===== src/rtl/core/rlad_pkg.sv =====
// Package for the ring link admission and delay block.
// Holds widths, command and reject codes, and the word types. No dependencies.
package rlad_pkg;

  localparam int unsigned MaxRespLanes = 3;
  localparam int unsigned MaxCapacity  = 16;
  localparam int unsigned ReqHdrBytes  = 16;
  localparam int unsigned RspHdrBytes  = 16;
  localparam int unsigned MaxResults   = 64;

  typedef enum logic [1:0] {
    CmdTick   = 2'd0,
    CmdOffer  = 2'd1,
    CmdBubble = 2'd2,
    CmdNone   = 2'd3
  } cmd_e;

  typedef enum logic [1:0] {
    RejNone   = 2'd0,
    RejBusy   = 2'd1,
    RejFull   = 2'd2,
    RejBubble = 2'd3
  } reject_e;

  localparam logic [1:0] CfgLatency = 2'd0;
  localparam logic [1:0] CfgWidth   = 2'd1;
  localparam logic [1:0] CfgLanes   = 2'd2;

  typedef struct packed {
    logic [1:0]  command;
    logic        is_response;
    logic [2:0]  phys_lane;
    logic [2:0]  traffic_class;
    logic [12:0] payload_bytes;
    logic [15:0] packet_tag;
    logic [3:0]  dest_channel;
    logic [3:0]  downstream_ready;
  } in_word_t;

  typedef struct packed {
    logic        accepted;
    logic [1:0]  reject_reason;
    logic [12:0] serial_cycles;
    logic        delivered;
    logic [15:0] out_tag;
    logic [3:0]  out_channel;
    logic [1:0]  out_lane;
    logic        last;
  } out_word_t;

  typedef struct packed {
    logic [1:0] index;
    logic [6:0] data;
  } cfg_word_t;

  // Classified item passed from the front part to the back part.
  typedef struct packed {
    logic        is_tick;
    logic        is_offer;
    logic        bubble;
    logic [2:0]  lane;
    logic [12:0] bytes;
    logic [15:0] tag;
    logic [3:0]  channel;
    logic [3:0]  ready;
  } job_t;

endpackage


===== src/rtl/core/rlad_if.sv =====
// Valid/ready stream interface carrying one word of a given type.
// No dependencies; the word type is a parameter of each instance.
interface rlad_if #(
  parameter type word_t = logic
);
  logic  valid;
  logic  ready;
  word_t data;

  modport source (output valid, output data, input ready);
  modport sink   (input valid, input data, output ready);
endinterface


===== src/rtl/core/rlad_ram.sv =====
// Generic single-port-write, single-read RAM with registered read data.
// No dependencies.
module rlad_ram #(
  parameter int unsigned Width = 8,
  parameter int unsigned Depth = 16
) (
  input  logic                     clk_i,
  input  logic                     we_i,
  input  logic [$clog2(Depth)-1:0] waddr_i,
  input  logic [Width-1:0]         wdata_i,
  input  logic [$clog2(Depth)-1:0] raddr_i,
  output logic [Width-1:0]         rdata_o
);
  logic [Width-1:0] mem_q [Depth];

  always_ff @(posedge clk_i) begin
    if (we_i) begin
      mem_q[waddr_i] <= wdata_i;
    end
    rdata_o <= mem_q[raddr_i];
  end
endmodule


===== src/rtl/core/rlad_back.sv =====
// Back part: admission checks, serialization divide, delay queues and drain.
// Depends on rlad_pkg, rlad_if and rlad_ram.
module rlad_back #(
  parameter int unsigned MaxRespLanesP = rlad_pkg::MaxRespLanes,
  parameter int unsigned MaxCapacityP  = rlad_pkg::MaxCapacity
) (
  input  logic           clk_i,
  input  logic           rst_ni,
  input  logic [3:0]     latency_i,
  input  logic [6:0]     width_i,
  input  rlad_pkg::job_t job_i,
  input  logic           job_valid_i,
  output logic           job_pop_o,
  rlad_if.source         out_o
);
  import rlad_pkg::*;

  localparam int unsigned NLanes = MaxRespLanesP + 1;
  localparam int unsigned LaneW  = $clog2(NLanes);
  localparam int unsigned SlotW  = (MaxCapacityP > 1) ? $clog2(MaxCapacityP) : 1;
  localparam int unsigned CntW   = $clog2(MaxCapacityP + 1);
  localparam int unsigned AddrW  = LaneW + SlotW;
  localparam int unsigned EntW   = 52;

  localparam logic [3:0] StIdle  = 4'd0;
  localparam logic [3:0] StDiv   = 4'd1;
  localparam logic [3:0] StOffer = 4'd2;
  localparam logic [3:0] StLane  = 4'd3;
  localparam logic [3:0] StRead  = 4'd4;
  localparam logic [3:0] StChk   = 4'd5;
  localparam logic [3:0] StEmpty = 4'd6;
  localparam logic [3:0] StFlush = 4'd7;
  localparam logic [3:0] StWait  = 4'd8;

  logic [3:0]        st_q, st_d;
  logic [31:0]       time_q;
  logic [31:0]       nst_q  [NLanes];
  logic [CntW-1:0]   cnt_q  [NLanes];
  logic [SlotW-1:0]  head_q [NLanes];
  logic [LaneW-1:0]  lane_q;
  logic [6:0]        nres_q;
  logic [12:0]       quo_q, rem_q;
  logic [13:0]       dvd_q;
  logic [3:0]        bit_q;
  logic [6:0]        wid;
  out_word_t         obuf_q, pend_q;
  logic              obuf_v_q, pend_v_q;
  logic              we;
  logic [AddrW-1:0]  waddr, raddr;
  logic [EntW-1:0]   wdata, rdata;
  logic [LaneW-1:0]  olane;
  logic [31:0]       diff;
  logic [CntW:0]     cap;
  logic [13:0]       trial;
  logic [12:0]       ser;
  logic              busy, arrived;

  assign olane = job_i.lane[LaneW-1:0];
  assign wid   = (width_i == 7'd0) ? 7'd1 : width_i;
  assign diff  = nst_q[olane] - time_q;
  assign busy  = (diff >= 32'd1) && (diff <= 32'd8191);
  always_comb begin
    cap = (CntW+1)'(latency_i) + 1'b1;
    if (cap > (CntW+1)'(MaxCapacityP)) cap = (CntW+1)'(MaxCapacityP);
  end
  // Restoring divide of bytes + wid - 1 by wid, one quotient bit per cycle.
  // The dividend needs 14 bits since the byte count can reach 8191.
  assign trial = {rem_q, dvd_q[13]} - {7'd0, wid};
  assign ser   = (quo_q == 13'd0) ? 13'd1 : quo_q;

  assign we    = (st_q == StOffer) && !obuf_v_q;
  assign waddr = {olane, SlotW'(head_q[olane] + SlotW'(cnt_q[olane]))};
  assign wdata = {time_q + 32'(latency_i), job_i.channel, job_i.tag};
  assign raddr = {lane_q, head_q[lane_q]};
  assign arrived = ((time_q - rdata[51:20]) < 32'h8000_0000);

  rlad_ram #(.Width(EntW), .Depth(NLanes * (1 << SlotW))) u_ram (
    .clk_i, .we_i(we), .waddr_i(waddr), .wdata_i(wdata),
    .raddr_i(raddr), .rdata_o(rdata)
  );

  assign out_o.valid = obuf_v_q;
  assign out_o.data  = obuf_q;
  assign job_pop_o   = (st_q == StWait) ||
                       (st_q == StOffer && !obuf_v_q) ||
                       (st_q == StIdle && job_valid_i && !job_i.is_tick &&
                        !job_i.is_offer && !obuf_v_q);

  // Sequencer with output register.
  always_ff @(posedge clk_i or negedge rst_ni) begin
    if (!rst_ni) begin
      st_q     <= StIdle;
      time_q   <= '0;
      obuf_v_q <= 1'b0;
      pend_v_q <= 1'b0;
      lane_q   <= '0;
      nres_q   <= '0;
      for (int i = 0; i < NLanes; i++) begin
        nst_q[i]  <= '0;
        cnt_q[i]  <= '0;
        head_q[i] <= '0;
      end
    end else begin
      if (out_o.valid && out_o.ready) obuf_v_q <= 1'b0;
      unique case (st_q)
        StIdle: if (job_valid_i) begin
          if (job_i.is_tick) begin
            time_q   <= time_q + 32'd1;
            lane_q   <= '0;
            nres_q   <= '0;
            pend_v_q <= 1'b0;
            st_q     <= StLane;
          end else if (job_i.is_offer) begin
            if (busy || cnt_q[olane] >= CntW'(cap) ||
                (job_i.bubble && cap > 1 && (CntW+1)'(cnt_q[olane]) + 1'b1 >= cap)) begin
              pend_q <= '0;
              pend_q.reject_reason <= busy ? RejBusy :
                (cnt_q[olane] >= CntW'(cap)) ? RejFull : RejBubble;
              pend_q.out_lane <= 2'(olane);
              pend_q.last <= 1'b1;
              st_q <= StFlush;
            end else begin
              quo_q <= '0; rem_q <= '0;
              dvd_q <= 14'(job_i.bytes) + 14'(wid) - 14'd1;
              bit_q <= 4'd13;
              st_q  <= StDiv;
            end
          end else if (!obuf_v_q) begin
            obuf_q      <= '0;
            obuf_q.last <= 1'b1;
            obuf_v_q    <= 1'b1;
          end
        end
        StDiv: begin
          if (!trial[13]) begin
            rem_q <= trial[12:0];
            quo_q <= {quo_q[11:0], 1'b1};
          end else begin
            rem_q <= {rem_q[11:0], dvd_q[13]};
            quo_q <= {quo_q[11:0], 1'b0};
          end
          dvd_q <= {dvd_q[12:0], 1'b0};
          bit_q <= bit_q - 4'd1;
          if (bit_q == 4'd0) st_q <= StOffer;
        end
        StOffer: if (!obuf_v_q) begin
          cnt_q[olane] <= cnt_q[olane] + 1'b1;
          nst_q[olane] <= time_q + 32'(ser);
          obuf_q <= '0;
          obuf_q.accepted <= 1'b1;
          obuf_q.serial_cycles <= ser;
          obuf_q.out_lane <= 2'(olane);
          obuf_q.last <= 1'b1;
          obuf_v_q <= 1'b1;
          st_q <= StIdle;
        end
        StLane: begin
          if ((32'(lane_q) < 32'd4) && job_i.ready[lane_q[1:0]] &&
              cnt_q[lane_q] != '0 && nres_q < 7'(MaxResults)) begin
            st_q <= StRead;
          end else if (32'(lane_q) == 32'(NLanes - 1)) begin
            st_q <= pend_v_q ? StFlush : StEmpty;
          end else begin
            lane_q <= lane_q + 1'b1;
          end
        end
        StRead: st_q <= StChk;
        StChk: begin
          if (!arrived) begin
            if (32'(lane_q) == 32'(NLanes - 1)) st_q <= pend_v_q ? StFlush : StEmpty;
            else begin lane_q <= lane_q + 1'b1; st_q <= StLane; end
          end else if (!pend_v_q || !obuf_v_q || (out_o.valid && out_o.ready)) begin
            // Hold one delivery so the last flag can be set on the final one.
            if (pend_v_q) begin obuf_q <= pend_q; obuf_v_q <= 1'b1; end
            pend_q <= '0;
            pend_q.delivered <= 1'b1;
            pend_q.out_tag <= rdata[15:0];
            pend_q.out_channel <= rdata[19:16];
            pend_q.out_lane <= 2'(lane_q);
            pend_v_q <= 1'b1;
            nres_q <= nres_q + 7'd1;
            head_q[lane_q] <= head_q[lane_q] + 1'b1;
            cnt_q[lane_q]  <= cnt_q[lane_q] - 1'b1;
            st_q <= StLane;
          end
        end
        StEmpty: if (!obuf_v_q) begin
          obuf_q <= '0;
          obuf_q.last <= 1'b1;
          obuf_v_q <= 1'b1;
          st_q <= StWait;
        end
        StFlush: if (!obuf_v_q) begin
          obuf_q <= pend_q;
          obuf_q.last <= 1'b1;
          obuf_v_q <= 1'b1;
          pend_v_q <= 1'b0;
          st_q <= StWait;
        end
        StWait: st_q <= StIdle;
        default: st_q <= StIdle;
      endcase
    end
  end
endmodule

===== src/flat_wrapper.sv =====
// flat-port wrapper written by rule: the top's interface ports become plain ports
module rlad_back_flat import rlad_pkg::*;
#(
  parameter int unsigned MaxRespLanesP = rlad_pkg::MaxRespLanes,
  parameter int unsigned MaxCapacityP  = rlad_pkg::MaxCapacity
)
  (clk_i, rst_ni, latency_i, width_i, job_i, job_valid_i, job_pop_o, out_o_valid, out_o_data, out_o_ready);
  rlad_if out_o_i ();
  input  logic clk_i;
  input  logic rst_ni;
  input  logic [3:0] latency_i;
  input  logic [6:0] width_i;
  input  rlad_pkg::job_t job_i;
  input  logic job_valid_i;
  output logic job_pop_o;
  output wire logic [$bits(out_o_i.valid)-1:0] out_o_valid;
  output wire logic [$bits(out_o_i.data)-1:0] out_o_data;
  input wire logic [$bits(out_o_i.ready)-1:0] out_o_ready;
  assign out_o_valid = out_o_i.valid;
  assign out_o_data = out_o_i.data;
  assign out_o_i.ready = out_o_ready;
  rlad_back #(.MaxRespLanesP(MaxRespLanesP), .MaxCapacityP(MaxCapacityP)) u_core (.clk_i(clk_i), .rst_ni(rst_ni), .latency_i(latency_i), .width_i(width_i), .job_i(job_i), .job_valid_i(job_valid_i), .job_pop_o(job_pop_o), .out_o(out_o_i));
endmodule

===== config.mk =====
export PLATFORM = sky130hd
export DESIGN_NAME = rlad_back_flat
export DESIGN_NICKNAME = d
export VERILOG_FILES = /design/src/rtl/core/rlad_pkg.sv /design/src/rtl/core/rlad_if.sv /design/src/rtl/core/rlad_ram.sv /design/src/rtl/core/rlad_back.sv /design/src/flat_wrapper.sv
export SDC_FILE = /design/constraint.sdc
export NUM_CORES = 2
export LEC_CHECK = 0
export ABC_CLOCK_PERIOD_IN_PS = 5000
export BUFFER_PORTS_ARGS = -buffer_cell sky130_fd_sc_hd__buf_2
export CORE_MARGIN = 4
export CORE_UTILIZATION = 44
export DETAILED_ROUTE_END_ITERATION = 8
export GPL_TIMING_DRIVEN = 0
export PLACE_DENSITY = 0.69
export SLEW_MARGIN = 30
export SYNTH_ARGS = -nofsm -noshare
export SYNTH_HDL_FRONTEND = slang
export SYNTH_SLANG_ARGS = --single-unit

===== constraint.sdc =====
create_clock -name clk_i -period 5 [get_ports clk_i]
set_input_delay 0.75 -clock clk_i [delete_from_list [all_inputs] [get_ports clk_i]]
set_output_delay 0.75 -clock clk_i [all_outputs]
set_load 0.01 [all_outputs]

==> results <==
- The floorplan row count is 172.
- Summing the sequential cell areas from Yosys gives 70.72% of the chip area.
- The most common cell type on the critical path is buf_2.
- The starting density of the core is roughly 44%.
- In the final layout, the multi-input gates occupy 0.02764 sq mm.
- The overall power of the completed layout is between 60 and 70 mW.
- The clock tree synthesis step divided the H-tree into 4 levels.
- Entering global routing, the biggest net connects 81 pins.
- The clock passes through at most 3 buffers.
- The count of placed standard cells including taps is 9,065.
- The final global-route overflow total is 0.
- In this run the register-to-register setup slack is -0.03 ns.
- The depth of the worst hold-timing path is 2.
- The number of nets still failing antenna checks after routing is 0.
- The total nets after synthesis is 6,026.
- The DRC violation count after routing is 0.
- STA puts the critical path data required time at just under 6 ns.
- The via count of the first global-routing pass is slightly below 60,000.
- The startpoint of the worst-slack reg-to-reg timing path is u_core.lane_q[1].
- The async set-or-reset flop fraction in the synthesized netlist is under 10%.
- The clock reaches the later pin of the worst-skew pair after a little over 0.9 ns.
- The Yosys step of the flow raised 0 warnings.
- The largest incremental delay on the critical path is roughly 0.85 ns.
- At the end of the flow the core is filled with cells to a little over 50%.
- The standard cell core area is between 0.2 and 0.25 sq mm.
- The maximum achievable frequency is approximately 200 MHz.
- From synthesis to final layout, the design area changed by 16.86%.
- After routing the design area is 0.1137 sq mm.
- For this design the static power due to leakage is 38.43 nW.
- A synthesized cell averages around 17 sq um.
- The total power divided by cell area is around 580 mW/mm^2.
- The worst hold path belongs to the class primary input to register.
- The final critical-path setup slack is -0.03293 ns.
- The relative max-transition margin is between 20% and 30%.
- The post-placement cell area is 0.1063 sq mm.
- For this design the total switching power over the nets is 24.79 mW.
- The count of max-cap constraint violations is 0.
- The storage element area is slightly below 0.07 sq mm.
- The number of failing setup endpoints in the final timing report is 2.
- In the post-synthesis netlist, the biggest area contributors are edfxtp_1 65%, mux4_2 7.0%, mux2i_1 5.5%.
- The checks that failed: negative setup slack.
- Setup total negative slack on the finished layout was measured at -0.06471 ns.
- The hold violation total from the final report is 0.
- Prior to clock tree synthesis, the placed netlist has a worst setup slack of -1.388 ns.
- Walking the worst path, the cells encountered are buf_2 > mux2_2 > o21ai_1 > inv_2 > buf_2 > clkbuf_2 > buf_2 > mux2i_1 > o221ai_1 > o22ai_1 > nor3_1 > nor3_2 > nor2_1.
- STA classifies the critical path endpoint as a register.
- The period utilization is 100.7%.
- The count of unique library cells instantiated by Yosys is between 80 and 90.
- The total clock buffers created by CTS is about 220.
- In the routed layout, each cell is associated on average with a via count of 6.139.
- The number of antenna violations at the first check in global routing is 10.
- The worst hold margin is between 0.15 and 0.2 ns.
- The endpoint of the worst register-to-register path is u_core.u_ram.rdata_o[32].
- The max-slew violation total from the final report is 0.
- The type of the worst setup path is register to register.
- Among all cell types in the netlist, the one instantiated most often is edfxtp_1.
- The flow ran to the end, but the final reports show violations.
- The internal portion of the total power is between 40 and 50 mW.
- For the finished layout, the period the worst path requires is 5.033 ns.
- Net switching is 37.83% of the power.
- The clock network is responsible for 24.7% of the overall power.
- The critical path arrival is ~5.8 ns.
- The most used flip-flop cell after synthesis is edfxtp_1.
- The slowest stage of the critical path belongs to the cell nor3_1.
- The number of primary I/O pins is between 60 and 70.
- The path with the worst hold slack has its endpoint at u_core.st_q[2].
- Clock tree synthesis found a total of between 2,000 and 2,500 sinks.
- The maximum vdd ir drop is 0.0003986 V.
- Ranked by instance count, the synthesized netlist is headed by 2,094 x edfxtp_1, 530 x mux2i_1, 304 x mux4_2.
- The tree is rooted in a clkbuf_16.
- Across the routed clock network, the largest skew measured is 0.05303 ns.
- Along the worst path, the maximum fanout reaches 10.
- The die is 478.2 microns tall.
- The startpoint type of the worst setup path is a register.
- The width of the die is about 480 microns.
- The post-layout instance count excluding filler cells is between 9,000 and 10,000.
- Of the cells placed in the final design, the portion with a size suffix greater than 1 is ~20%.
- The final-layout fill cell count is about 17,000.
- The top cell type by total area after synthesis is edfxtp_1.
- The fraction of synthesized cell area taken by the top area cell type is 64.63%.
- TritonCTS built the clock tree.
- The first global-routing pass estimated between 400,000 and 500,000 microns of wire.
- The total vias in the final route is between 50,000 and 60,000.
- The first routing iteration left between 7,000 and 8,000 violations.
- In this run, synthesis produced a sequential element count of approximately 2,300.
- The proportion of power drawn by combinational gates is approximately 40%.
- The area of the mapped netlist is 0.09729 sq mm.
- The start point of the worst min-delay path is job_i[42].
- After detailed routing, the average wire length per cell comes to 29.30 microns.
- The die area is 0.2287 sq mm.
- The part of the power in registers is between 30 and 40%.
- Global routing used 23.96% of the available tracks across all layers.
- The placer congestion estimate is a little over 0.9.
- In this run, synthesis inferred 2,094 flip-flops with an integrated enable.
- The count of buffers added on input and output ports is 37.
- The number of optimization iterations in the first detailed-route pass is 6.
- In the synthesized netlist, the number of instances is about 5,800.
- For this run, the post-layout net count is 6,532.
- Setup repair after global routing left no endpoint under its margin.
- At the pin with the least slew margin, the transition time is between 1 and 1.5 ns.
- The worst reg-to-reg path cell count is 13.
- After clock tree synthesis, the clock-pin slew on the worst setup and hold paths is 0.06 ns.
- The HPWL reported at the end of detailed placement is 196,700 microns.
- For this block, the routed nets add up to 278,000 microns of wire.
## cell type report
type | count | share of cell area, %
antenna | 6 | 0.01321
buffer | 334 | 1.325
clock buffer | 285 | 5.102
clock inverter | 122 | 1.006
inverter | 148 | 0.4886
multi-input combinational | 3015 | 24.31
sequential | 2337 | 60.51
tap | 2958 | 3.255
timing repair buffer | 283 | 3.984
## registers in the layout, summed over array words and instances (netlist names)
signal	count
u_core.lane_q	2
u_core.out_o.data	1
u_core.bit_q	4
u_core.pend_q	1
u_core.u_ram.rdata_o	32
u_core.nst_q	128
u_core.nres_q	7
u_core.rem_q	13
u_core.out_o.valid	1
u_core.st_q	4
u_core.quo_q	13
u_core.dvd_q	14
u_core.pend_v_q	1
u_core.u_ram.mem_q	2048
u_core.head_q	16
u_core.time_q	32
u_core.cnt_q	20
## per-layer routing
| layer | global-route usage, % | share of wire, % | vias to the layer above |
|---|---|---|---|
| met1 | 31.31 | 37 | 29780 |
| li1 | - | - | 24420 |
| met5 | 0 | 0.0047 | - |
| met2 | 37.46 | 46 | 3399 |
| met4 | 12.22 | 5.8 | 2 |
| met3 | 5.854 | 11 | 645 |
## kinds of logic after synthesis
| family | synth area share (%) |
|---|---|
| DFF | 70.72 |
| adders and majority gates | 1.795 |
| buffers and inverters | 1.993 |
| xor gates and xnor gates | 1.323 |
| muxes | 13.15 |
| AOI/OAI and AO/OA | 6.545 |
| and+or+nand+nor | 4.477 |
## power by group through the flow
stage               sequential, mW  combinational [mW]  clock (mW)
floorplan                     23.8                15.5           0
detailed placement            23.9                24.7           0
finish                        23.6                25.8        16.2
CTS                           23.5                25.0        16.4
global placement              24.1                23.8           0
global route                  23.6                27.0        17.2
## critical path, delay by kind of cell, from the launching register on
| kind | cells | cell delay, ns |
|---|---|---|
| buf+inv | 5 | 1.48 |
| flops | 1 | 0.37 |
| simple gates | 3 | 1.37 |
| mux | 2 | 0.53 |
| compound gates | 3 | 1.12 |
## placed cells by master, fill, tap and decap left out, types with 60 or more instances in the layout
master / n
edfxtp_1: 2094
mux2i_1: 530
mux4_2: 304
o221ai_1: 259
nand2_1: 237
clkbuf_1: 234
clkbuf_16: 221
dfrtp_1: 211
a21oi_1: 198
nor3_1: 181
nor2_1: 149
o22ai_1: 146
inv_1: 144
o21ai_0: 134
buf_2: 132
ha_1: 129
buf_16: 100
xnor2_1: 95
nor2_4: 64
buf_6: 60
## what timing repair did
action / 4_1_cts / 5_1_grt
gates resized for setup: 16 / 49
pin swaps: 0 / 4
hold buffers: 1 / 0
hold endpoints to repair: 71 / 0
setup buffers: 0 / 4
endpoints found under the setup margin: 142 / 70
cloned: 3 / 0
## worst max path at each step
stage / startpoint / endpoint / slack [ns] / depth (start not counted)
2_1_floorplan: job_i[37] / u_core.bit_q[0] / 0.03 / 18
3_3_place_gp: latency_i[1] / u_core.u_ram.mem_q[26][36] / -3.88 / 10
3_5_place_dp: job_i[38] / u_core.quo_q[12] / -1.39 / 18
4_1_cts: u_core.lane_q[0] / u_core.u_ram.rdata_o[27] / 0.02 / 13
5_1_grt: u_core.lane_q[0] / u_core.u_ram.rdata_o[26] / 0.002 / 13
6_report: u_core.lane_q[1] / u_core.u_ram.rdata_o[32] / -0.03 / 13
(Power assumes the default switching activity.)
